[config.mk]
export PLATFORM = sky130hd
export DESIGN_NAME = sparse_image_expander
export DESIGN_NICKNAME = d
export VERILOG_FILES = /design/src/hdl/sie_pkg.sv /design/src/hdl/sie_out_fifo.sv /design/src/hdl/sie_parser.sv /design/src/hdl/sparse_image_expander.sv
export SDC_FILE = /design/constraint.sdc
export NUM_CORES = 2
export LEC_CHECK = 0
export ABC_AREA = 1
export BUFFER_PORTS_ARGS = -buffer_cell sky130_fd_sc_hd__clkbuf_2
export CORE_MARGIN = 4
export CORE_UTILIZATION = 52
export CTS_CLUSTER_DIAMETER = 100
export DETAILED_ROUTE_END_ITERATION = 7
export GPL_TIMING_DRIVEN = 0
export PLACE_DENSITY = 0.69
export SLEW_MARGIN = 10
export SYNTH_ARGS = -nofsm -noshare
export SYNTH_HDL_FRONTEND = slang
export SYNTH_HIERARCHICAL = 1
export SYNTH_SLANG_ARGS = --single-unit
[constraint.sdc]
create_clock -name i_clk -period 20.2 [get_ports i_clk]
set_input_delay 3.03 -clock i_clk [delete_from_list [all_inputs] [get_ports i_clk]]
set_output_delay 3.03 -clock i_clk [all_outputs]
set_load 0.05 [all_outputs]
[src/hdl/sie_pkg.sv]
// Sparse image expander: shared types and constants.
// Phase and chunk-kind enums, result kind and status codes, header words.
// No dependencies.
package sie_pkg;

    typedef enum logic [2:0] {
        PH_HEADER = 3'd0,
        PH_CHUNK  = 3'd1,
        PH_RAW    = 3'd2,
        PH_FILL   = 3'd3,
        PH_SKIP   = 3'd4,
        PH_DONE   = 3'd5,
        PH_ERROR  = 3'd6
    } t_phase;

    typedef enum logic [1:0] {
        CK_RAW      = 2'd0,
        CK_FILL     = 2'd1,
        CK_DONTCARE = 2'd2,
        CK_CRC      = 2'd3
    } t_ckind;

    // result kinds
    localparam logic [2:0] KIND_DATA  = 3'd0;
    localparam logic [2:0] KIND_FILL  = 3'd1;
    localparam logic [2:0] KIND_ZERO  = 3'd2;
    localparam logic [2:0] KIND_DONE  = 3'd3;
    localparam logic [2:0] KIND_ERROR = 3'd4;

    // status codes
    localparam logic [2:0] ST_OK         = 3'd0;
    localparam logic [2:0] ST_MAGIC      = 3'd1;
    localparam logic [2:0] ST_VERSION    = 3'd2;
    localparam logic [2:0] ST_HDR_SIZE   = 3'd3;
    localparam logic [2:0] ST_CHUNK_TYPE = 3'd4;
    localparam logic [2:0] ST_FILL_SIZE  = 3'd5;
    localparam logic [2:0] ST_CHUNK_SIZE = 3'd6;
    localparam logic [2:0] ST_TRUNCATED  = 3'd7;

    // file header word positions
    localparam logic [2:0] HW_MAGIC   = 3'd0;
    localparam logic [2:0] HW_VERSION = 3'd1;
    localparam logic [2:0] HW_HSIZE   = 3'd2;
    localparam logic [2:0] HW_BLKSZ   = 3'd3;
    localparam logic [2:0] HW_NCHUNK  = 3'd5;
    localparam logic [2:0] HW_LAST    = 3'd6;

    // chunk header word positions
    localparam logic [2:0] CW_TYPE   = 3'd0;
    localparam logic [2:0] CW_BLOCKS = 3'd1;

    localparam logic [31:0] MAGIC_WORD      = 32'hed26ff3a;
    localparam logic [15:0] VER_MAJOR       = 16'd1;
    localparam logic [15:0] VER_MINOR       = 16'd0;
    localparam logic [15:0] FILE_HDR_BYTES  = 16'd28;
    localparam logic [31:0] CHUNK_HDR_BYTES = 32'd12;
    localparam logic [31:0] FILL_BYTES      = 32'd4;
    localparam logic [31:0] WORD_BYTES      = 32'd4;

    localparam logic [15:0] TYPE_RAW      = 16'hCAC1;
    localparam logic [15:0] TYPE_FILL     = 16'hCAC2;
    localparam logic [15:0] TYPE_DONTCARE = 16'hCAC3;
    localparam logic [15:0] TYPE_CRC      = 16'hCAC4;

endpackage

[src/hdl/sie_out_fifo.sv]
// Sparse image expander: four-entry result queue, up to two pushes and one pop a cycle.
// Parts the parser from the output stream. No package dependency.
module sie_out_fifo #(
    parameter int WIDTH = 167
) (
    input  logic             i_clk,
    input  logic             i_rst_n,
    input  logic [1:0]       i_wr_cnt,
    input  logic [WIDTH-1:0] i_wr0,
    input  logic [WIDTH-1:0] i_wr1,
    output logic [2:0]       o_count,
    output logic             o_valid,
    output logic [WIDTH-1:0] o_data,
    input  logic             i_ready
);

    logic [WIDTH-1:0] r_mem [4];
    logic [1:0]       r_wp;
    logic [1:0]       r_rp;
    logic [2:0]       r_count;
    logic             pop;

    assign pop     = (r_count != 3'd0) && i_ready;
    assign o_valid = (r_count != 3'd0);
    assign o_data  = r_mem[r_rp];
    assign o_count = r_count;

    always_ff @(posedge i_clk) begin
        if (!i_rst_n) begin
            r_wp    <= '0;
            r_rp    <= '0;
            r_count <= '0;
        end else begin
            r_wp    <= r_wp + i_wr_cnt;
            r_rp    <= r_rp + 2'(pop);
            r_count <= r_count + 3'(i_wr_cnt) - 3'(pop);
        end
    end

    always_ff @(posedge i_clk) begin
        if (i_wr_cnt != 2'd0) begin
            r_mem[r_wp] <= i_wr0;
        end
        if (i_wr_cnt == 2'd2) begin
            r_mem[r_wp + 2'd1] <= i_wr1;
        end
    end

endmodule

[src/hdl/sie_parser.sv]
// Sparse image expander: parse state and one-word update, up to two results per word.
// Uses sie_pkg. Results are packed {kind, last, status, payload, run, offset}.
module sie_parser #(
    parameter int OFFSET_BITS = 64,
    parameter int RES_W       = OFFSET_BITS + 103
) (
    input  logic             i_clk,
    input  logic             i_rst_n,
    input  logic             i_valid,
    input  logic [31:0]      i_word,
    input  logic             i_final,
    input  logic             i_skip_dc,
    output logic [1:0]       o_cnt,
    output logic [RES_W-1:0] o_res0,
    output logic [RES_W-1:0] o_res1
);

    sie_pkg::t_phase         r_phase, n_phase;
    sie_pkg::t_ckind         r_ckind, n_ckind;
    logic [2:0]              r_wpos, n_wpos;
    logic [31:0]             r_block_bytes, n_block_bytes;
    logic [31:0]             r_chunks, n_chunks;
    logic [31:0]             r_left, n_left;
    logic [63:0]             r_run, n_run;
    logic [OFFSET_BITS-1:0]  r_wr_pos, n_wr_pos;

    logic [63:0]             prod;
    logic [63:0]             adv_amt;
    logic [31:0]             left_dec;
    logic [31:0]             chunk_left;
    logic                    ce;
    logic                    p_valid, d_valid, t_valid;
    logic [2:0]              p_kind, p_status;
    logic [63:0]             p_run;
    logic [31:0]             p_pay;
    logic [RES_W-1:0]        res_p, res_d, res_t;

    function automatic logic [RES_W-1:0] pack_res(
        input logic [2:0]             kind,
        input logic                   last,
        input logic [2:0]             status,
        input logic [31:0]            pay,
        input logic [63:0]            run,
        input logic [OFFSET_BITS-1:0] off
    );
        return {kind, last, status, pay, run, off};
    endfunction

    // chunk run length, registered on the blocks word
    assign prod       = 64'(i_word) * 64'(r_block_bytes);
    assign left_dec   = (r_left >= sie_pkg::WORD_BYTES) ? r_left - sie_pkg::WORD_BYTES : 32'd0;
    assign chunk_left = i_word - sie_pkg::CHUNK_HDR_BYTES;

    always_comb begin
        n_phase       = r_phase;
        n_ckind       = r_ckind;
        n_wpos        = r_wpos;
        n_block_bytes = r_block_bytes;
        n_chunks      = r_chunks;
        n_left        = r_left;
        n_run         = r_run;
        adv_amt       = '0;
        ce            = 1'b0;
        p_valid       = 1'b0;
        d_valid       = 1'b0;
        p_kind        = sie_pkg::KIND_DATA;
        p_status      = sie_pkg::ST_OK;
        p_run         = '0;
        p_pay         = '0;

        if (i_valid) begin
            case (r_phase)
                sie_pkg::PH_HEADER: begin
                    n_wpos = r_wpos + 3'd1;
                    case (r_wpos)
                        sie_pkg::HW_MAGIC: begin
                            if (i_word != sie_pkg::MAGIC_WORD) begin
                                n_phase  = sie_pkg::PH_ERROR;
                                p_valid  = 1'b1;
                                p_kind   = sie_pkg::KIND_ERROR;
                                p_status = sie_pkg::ST_MAGIC;
                            end
                        end
                        sie_pkg::HW_VERSION: begin
                            if (i_word[15:0] != sie_pkg::VER_MAJOR ||
                                i_word[31:16] != sie_pkg::VER_MINOR) begin
                                n_phase  = sie_pkg::PH_ERROR;
                                p_valid  = 1'b1;
                                p_kind   = sie_pkg::KIND_ERROR;
                                p_status = sie_pkg::ST_VERSION;
                            end
                        end
                        sie_pkg::HW_HSIZE: begin
                            if (i_word[15:0] != sie_pkg::FILE_HDR_BYTES) begin
                                n_phase  = sie_pkg::PH_ERROR;
                                p_valid  = 1'b1;
                                p_kind   = sie_pkg::KIND_ERROR;
                                p_status = sie_pkg::ST_HDR_SIZE;
                            end
                        end
                        sie_pkg::HW_BLKSZ:  n_block_bytes = i_word;
                        sie_pkg::HW_NCHUNK: n_chunks = i_word;
                        sie_pkg::HW_LAST: begin
                            n_wpos = '0;
                            if (r_chunks == 32'd0) begin
                                n_phase = sie_pkg::PH_DONE;
                                d_valid = 1'b1;
                            end else begin
                                n_phase = sie_pkg::PH_CHUNK;
                            end
                        end
                        default: ;
                    endcase
                end

                sie_pkg::PH_CHUNK: begin
                    case (r_wpos)
                        sie_pkg::CW_TYPE: begin
                            n_wpos = sie_pkg::CW_BLOCKS;
                            case (i_word[15:0])
                                sie_pkg::TYPE_RAW:      n_ckind = sie_pkg::CK_RAW;
                                sie_pkg::TYPE_FILL:     n_ckind = sie_pkg::CK_FILL;
                                sie_pkg::TYPE_DONTCARE: n_ckind = sie_pkg::CK_DONTCARE;
                                sie_pkg::TYPE_CRC:      n_ckind = sie_pkg::CK_CRC;
                                default: begin
                                    n_wpos   = r_wpos;
                                    n_phase  = sie_pkg::PH_ERROR;
                                    p_valid  = 1'b1;
                                    p_kind   = sie_pkg::KIND_ERROR;
                                    p_status = sie_pkg::ST_CHUNK_TYPE;
                                end
                            endcase
                        end
                        sie_pkg::CW_BLOCKS: begin
                            n_run  = prod;
                            n_wpos = r_wpos + 3'd1;
                        end
                        default: begin
                            // total-size word: payload length decides the next phase
                            n_wpos = '0;
                            n_left = chunk_left;
                            if (i_word < sie_pkg::CHUNK_HDR_BYTES) begin
                                n_left   = r_left;
                                n_phase  = sie_pkg::PH_ERROR;
                                p_valid  = 1'b1;
                                p_kind   = sie_pkg::KIND_ERROR;
                                p_status = sie_pkg::ST_CHUNK_SIZE;
                            end else begin
                                case (r_ckind)
                                    sie_pkg::CK_RAW: begin
                                        if (chunk_left[1:0] != 2'd0) begin
                                            n_phase  = sie_pkg::PH_ERROR;
                                            p_valid  = 1'b1;
                                            p_kind   = sie_pkg::KIND_ERROR;
                                            p_status = sie_pkg::ST_CHUNK_SIZE;
                                        end else if (chunk_left == 32'd0) begin
                                            ce = 1'b1;
                                        end else begin
                                            n_phase = sie_pkg::PH_RAW;
                                        end
                                    end
                                    sie_pkg::CK_FILL: begin
                                        if (chunk_left != sie_pkg::FILL_BYTES) begin
                                            n_phase  = sie_pkg::PH_ERROR;
                                            p_valid  = 1'b1;
                                            p_kind   = sie_pkg::KIND_ERROR;
                                            p_status = sie_pkg::ST_FILL_SIZE;
                                        end else begin
                                            n_phase = sie_pkg::PH_FILL;
                                        end
                                    end
                                    default: begin
                                        // don't-care and CRC: maybe a zero run, then skip any payload
                                        if (r_ckind == sie_pkg::CK_DONTCARE) begin
                                            adv_amt = r_run;
                                            if (!i_skip_dc) begin
                                                p_valid = 1'b1;
                                                p_kind  = sie_pkg::KIND_ZERO;
                                                p_run   = r_run;
                                            end
                                        end
                                        if (chunk_left == 32'd0) begin
                                            ce = 1'b1;
                                        end else begin
                                            n_phase = sie_pkg::PH_SKIP;
                                        end
                                    end
                                endcase
                            end
                        end
                    endcase
                end

                sie_pkg::PH_RAW: begin
                    p_valid = 1'b1;
                    p_kind  = sie_pkg::KIND_DATA;
                    p_run   = 64'(sie_pkg::WORD_BYTES);
                    p_pay   = i_word;
                    adv_amt = 64'(sie_pkg::WORD_BYTES);
                    n_left  = left_dec;
                    ce      = (left_dec == 32'd0);
                end

                sie_pkg::PH_FILL: begin
                    p_valid = 1'b1;
                    p_kind  = sie_pkg::KIND_FILL;
                    p_run   = r_run;
                    p_pay   = i_word;
                    adv_amt = r_run;
                    n_left  = '0;
                    ce      = 1'b1;
                end

                sie_pkg::PH_SKIP: begin
                    n_left = left_dec;
                    ce     = (left_dec == 32'd0);
                end

                default: ;
            endcase
        end

        n_wr_pos = r_wr_pos + adv_amt[OFFSET_BITS-1:0];

        if (ce) begin
            n_chunks = r_chunks - 32'd1;
            n_wpos   = '0;
            if (n_chunks == 32'd0) begin
                n_phase = sie_pkg::PH_DONE;
                d_valid = 1'b1;
            end else begin
                n_phase = sie_pkg::PH_CHUNK;
            end
        end

        t_valid = i_valid && i_final &&
                  r_phase != sie_pkg::PH_DONE && r_phase != sie_pkg::PH_ERROR &&
                  n_phase != sie_pkg::PH_DONE && n_phase != sie_pkg::PH_ERROR;
        if (t_valid) begin
            n_phase = sie_pkg::PH_ERROR;
        end
    end

    // primary result, then done, then truncation; at most two are set
    always_comb begin
        o_cnt = 2'(p_valid) + 2'(d_valid) + 2'(t_valid);
        res_p = pack_res(p_kind, o_cnt == 2'd1, p_status, p_pay, p_run, r_wr_pos);
        res_d = pack_res(sie_pkg::KIND_DONE, 1'b1, sie_pkg::ST_OK, '0, '0, n_wr_pos);
        res_t = pack_res(sie_pkg::KIND_ERROR, 1'b1, sie_pkg::ST_TRUNCATED, '0, '0, n_wr_pos);
        if (p_valid) begin
            o_res0 = res_p;
            o_res1 = d_valid ? res_d : res_t;
        end else begin
            o_res0 = d_valid ? res_d : res_t;
            o_res1 = res_t;
        end
    end

    always_ff @(posedge i_clk) begin
        if (!i_rst_n) begin
            r_phase       <= sie_pkg::PH_HEADER;
            r_ckind       <= sie_pkg::CK_RAW;
            r_wpos        <= '0;
            r_block_bytes <= '0;
            r_chunks      <= '0;
            r_left        <= '0;
            r_run         <= '0;
            r_wr_pos      <= '0;
        end else begin
            r_phase       <= n_phase;
            r_ckind       <= n_ckind;
            r_wpos        <= n_wpos;
            r_block_bytes <= n_block_bytes;
            r_chunks      <= n_chunks;
            r_left        <= n_left;
            r_run         <= n_run;
            r_wr_pos      <= n_wr_pos;
        end
    end

endmodule

[src/hdl/sparse_image_expander.sv]
// Sparse image expander top level: input register, parser, result queue, config register.
// Uses sie_parser and sie_out_fifo; sie_pkg only through the parser.
//
//  channel   direction  signals                              request
//  s_axis    in         tvalid tready tdata tlast            one image word
//  m_axis    out        tvalid tready tdata tuser tlast      one expanded-image result
//  cfg       in         i_cfg_we i_cfg_wdata                 skip_dont_care write
//
// One word per cycle is taken while the queue has room; words are parsed from a register.
// A word yields zero, one or two results; the output side drains one per cycle,
// so words yielding two results limit the rate to one result per cycle.
// Words are parsed only while the four-entry result queue has room for two.
// Reset (synchronous, active low) returns to the header phase with offset zero.
module sparse_image_expander #(
    parameter int OFFSET_BITS = 64
) (
    input  logic                    i_clk,
    input  logic                    i_rst_n,
    input  logic                    i_cfg_we,
    input  logic                    i_cfg_wdata,     // skip_dont_care
    input  logic                    s_axis_tvalid,
    output logic                    s_axis_tready,
    input  logic [31:0]             s_axis_tdata,    // word
    input  logic                    s_axis_tlast,    // final_word
    output logic                    m_axis_tvalid,
    input  logic                    m_axis_tready,
    // out_offset, run_bytes[63:0], payload[31:0], status[2:0], zero pad
    output logic [((OFFSET_BITS + 99 + 7) / 8) * 8 - 1:0] m_axis_tdata,
    output logic [2:0]              m_axis_tuser,    // kind
    output logic                    m_axis_tlast     // last_of_item
);

    localparam int TDATA_W = ((OFFSET_BITS + 99 + 7) / 8) * 8;
    localparam int RES_W   = OFFSET_BITS + 103;

    logic               r_skip_dc;
    logic               r_in_valid;
    logic [31:0]        r_in_word;
    logic               r_in_final;
    logic               consume;
    logic [2:0]         q_count;
    logic [1:0]         res_cnt;
    logic [RES_W-1:0]   res0, res1;
    logic [RES_W-1:0]   q_data;

    assign consume       = r_in_valid && (q_count <= 3'd2);
    assign s_axis_tready = !r_in_valid || consume;

    always_ff @(posedge i_clk) begin
        if (!i_rst_n) begin
            r_skip_dc  <= 1'b0;
            r_in_valid <= 1'b0;
        end else begin
            if (i_cfg_we) begin
                r_skip_dc <= i_cfg_wdata;
            end
            if (s_axis_tvalid && s_axis_tready) begin
                r_in_valid <= 1'b1;
            end else if (consume) begin
                r_in_valid <= 1'b0;
            end
        end
    end

    always_ff @(posedge i_clk) begin
        if (s_axis_tvalid && s_axis_tready) begin
            r_in_word  <= s_axis_tdata;
            r_in_final <= s_axis_tlast;
        end
    end

    sie_parser #(
        .OFFSET_BITS (OFFSET_BITS),
        .RES_W       (RES_W)
    ) u_parser (
        .i_clk     (i_clk),
        .i_rst_n   (i_rst_n),
        .i_valid   (consume),
        .i_word    (r_in_word),
        .i_final   (r_in_final),
        .i_skip_dc (r_skip_dc),
        .o_cnt     (res_cnt),
        .o_res0    (res0),
        .o_res1    (res1)
    );

    sie_out_fifo #(
        .WIDTH (RES_W)
    ) u_out_fifo (
        .i_clk    (i_clk),
        .i_rst_n  (i_rst_n),
        .i_wr_cnt (res_cnt),
        .i_wr0    (res0),
        .i_wr1    (res1),
        .o_count  (q_count),
        .o_valid  (m_axis_tvalid),
        .o_data   (q_data),
        .i_ready  (m_axis_tready)
    );

    assign m_axis_tdata = TDATA_W'(q_data[OFFSET_BITS+98:0]);
    assign m_axis_tlast = q_data[OFFSET_BITS+99];
    assign m_axis_tuser = q_data[OFFSET_BITS+102:OFFSET_BITS+100];

endmodule

==> metrics.yaml <==
min_from: "u_parser/r_run[1]"
dp_hpwl_mm: 259
regToRegEndpoint: "u_parser/r_run[47]"
antenna_found_initial: 4
die_w_um: 420
p_total_mw: 6.83
worstPathArrival_ns: 10.06
cts_buffer_depth: 3
overflow: 0
worstSetupPathType: "reg -> reg"
fillCellCount: 15400
ys.flop_type: "edfxtp_1"
yosysSeqAreaShare: 0.294
synth_top_area_share: 0.239
grt_pass1_vias: 77800
synth_edf_count: 701
synth_cell_types: 62
max-vdd-ir-drop_v: 0.0000904
violations: "DRC"
r2r_cells: 28
via_per_inst: 5.69
ff2ff_setup_slack_ns: 10.74
rsz0062_at_grt: "false"
power_density_nw_per_um2: 70.8
hold_class: "reg -> reg"
postLayoutCellArea_um2: 96500
tightest_slew_ns: 1.40
synth_area_leader_cell: "edfxtp_1"
synth.most_common_cell: "nand2_1"
r2r_start: "r_in_word[27]"
period_minus_slack_ns: 9.46
critPathLaunch: "r_in_word[27]"
cts_made_buffers: 103
drt_pass1_iterations: 8
grt_pass1_wl_mm: 485
post_cts_buffers: 0
setup_viol: 0
crit_required_ns: 20.80
postRouteAntennaNets: 0
dieArea_um2: 176000
path_clk_slew_ns: 0.06
globalplace.congestion: 1.09
core-area_um2: 168000
synth_common_cells: "nand2_1, inv_1, nor2_1"
syn_to_final_growth_pct: 9.60
drive_gt1_frac: 0.0777
dpl_cell_area_um2: 92900
nets: 12800
drv_cap: 0
crit_path_start_kind: "register"
wl_mm: 327
status: "finished with violations"
drt_iter0_markers: 9798
fin_skew_ns: 0.0545
track_usage: 0.368
max_stage_delay_ns: 0.97
hold_path_end: "u_parser/r_run[1]"
fp-row-count: 150
cp_slowest_cell: "clkbuf_1"
synth_area_um2: 88100
ios: 213
ctsHoldBuffers: 0
worst_setup_path_end_kind: "register"
start_util: 0.525
ctsResizeCount: 0
clk_latency_ns: 0.75
chipHeight_um: 420
max_clock_freq_mhz: 106
syn_inst: 11100
drv_slew: 0
root_buffer: "clkbuf_16"
synth-seq-cells: 942
ys_warn_count: 6
h-tree-depth: 3
hold_depth: 2
wl_per_cell_um: 23.7
vias: 78600
fin_util: 0.575
finalCritPeriodShare: 0.468
cpMostUsedCell: "fa_1"
async_flop_share: 0
clkSinkCount: 942
max_slew_margin: 0.0593
synth.area.top_cells: "edfxtp_1, fa_1, nand2_1"
p_leak_nw: 46.4
syn_area_per_cell_um2: 7.95
finalHoldViolCount: 0
critPathMaxFanout: 11
place.port_buffers: 207
cts_tree: "yes"
grt_max_degree: 57
drc: 3
## sequential cells by signal, summed over array words and instances (netlist names)
signal	flops
u_parser/r_wpos	3
u_parser/r_chunks	32
u_parser/r_wr_pos	64
u_parser/r_left	32
u_parser/r_ckind	2
r_skip_dc	1
u_out_fifo/r_mem	668
u_out_fifo/r_wp	2
u_parser/r_block_bytes	32
r_in_word	32
u_out_fifo/o_count	3
r_in_final	1
u_out_fifo/r_rp	2
u_parser/r_run	64
r_in_valid	1
u_parser/r_phase	3
## per-layer routing
metal  up-vias  wire, um  GRT usage
met3       956     35100     0.0773
met2      4544    143000      0.568
met5         -        42          0
li1      35300         -          -
met1     37700    124000      0.472
met4         6     25300      0.238
## worst max path at each step
stage / slack [ns] / endpoint / cells after the start
5_1_grt: 10.44 / u_parser/r_run[47] / 28
2_1_floorplan: 3.96 / u_out_fifo/r_mem[3][0] / 24
3_5_place_dp: 11.05 / u_parser/r_run[47] / 28
3_3_place_gp: -8.67 / u_out_fifo/r_mem[3][88] / 20
4_1_cts: 10.94 / u_parser/r_run[47] / 28
6_report: 10.74 / u_parser/r_run[47] / 28
## power by group
| part | leakage (nW) | internal, mW | switching [mW] |
|---|---|---|---|
| logic | 36.3 | 0.499 | 2.00 |
| clock network | 1.76 | 1.17 | 0.825 |
| registers | 8.41 | 2.28 | 0.0589 |
| total | 46.4 | 3.95 | 2.88 |
## area by class of cell
type                            instances  area (um2)  area share
Clock buffer                          128        2850      0.0295
Buffer                                756        4180      0.0434
Clock inverter                         62         747     0.00774
Tap cell                             2204        2760      0.0286
Antenna cell                            6        15.0    0.000156
Multi-Input combinational cell       7316       50400       0.522
Sequential cell                       942       25900       0.268
Timing Repair Buffer                  233        1570      0.0163
Inverter                             2164        8130      0.0842
## critical path, delay by kind of cell (launching register included)
kind	cells	cell delay, ns
DFF	1	0.40
and+or+nand+nor	8	0.99
adders and majority gates	9	4.39
buffers and inverters	9	2.43
AOI/OAI and AO/OA	2	1.08
## cells in the final DEF, fill, tap and decap left out, types with 176 or more instances in the layout
| cell type | Yosys | final |
|---|---|---|
| inv_1 | 2150 | 2150 |
| clkbuf_1 | 342 | 352 |
| nand3_1 | 235 | 235 |
| a21oi_1 | 279 | 278 |
| o21ai_0 | 765 | 765 |
| o21ai_1 | 411 | 411 |
| dfxtp_1 | 241 | 241 |
| edfxtp_1 | 701 | 701 |
| clkbuf_2 | 1 | 213 |
| nand2_1 | 2438 | 2435 |
| nor2_1 | 972 | 972 |
| ha_1 | 338 | 338 |
| fa_1 | 899 | 899 |
| o22ai_1 | 176 | 176 |
## cell families after synthesis
family,count (synthesis),share of synthesized area
simple gates,3854,0.173
buf+inv,2920,0.140
compound gates,1971,0.126
fa+ha+maj,1237,0.252
flops,942,0.294
xor+xnor,151,0.0151
other cells,3,0.000128
mux,1,0.000114
## metrics by stage
stage          std cells  TNS (ns)  worst slack (ns)  hold slack, ns
6_report           13800         0             10.74           0.498
5_1_grt            13800         0             10.44           0.535
4_1_cts            13800         0             10.94           0.498
3_5_place_dp       13600         0             11.05           0.490
3_3_place_gp       13600  -1437.41             -8.67           0.485
2_1_floorplan      11200         0              3.96           0.446
Power figures use the tool's default switching activity.
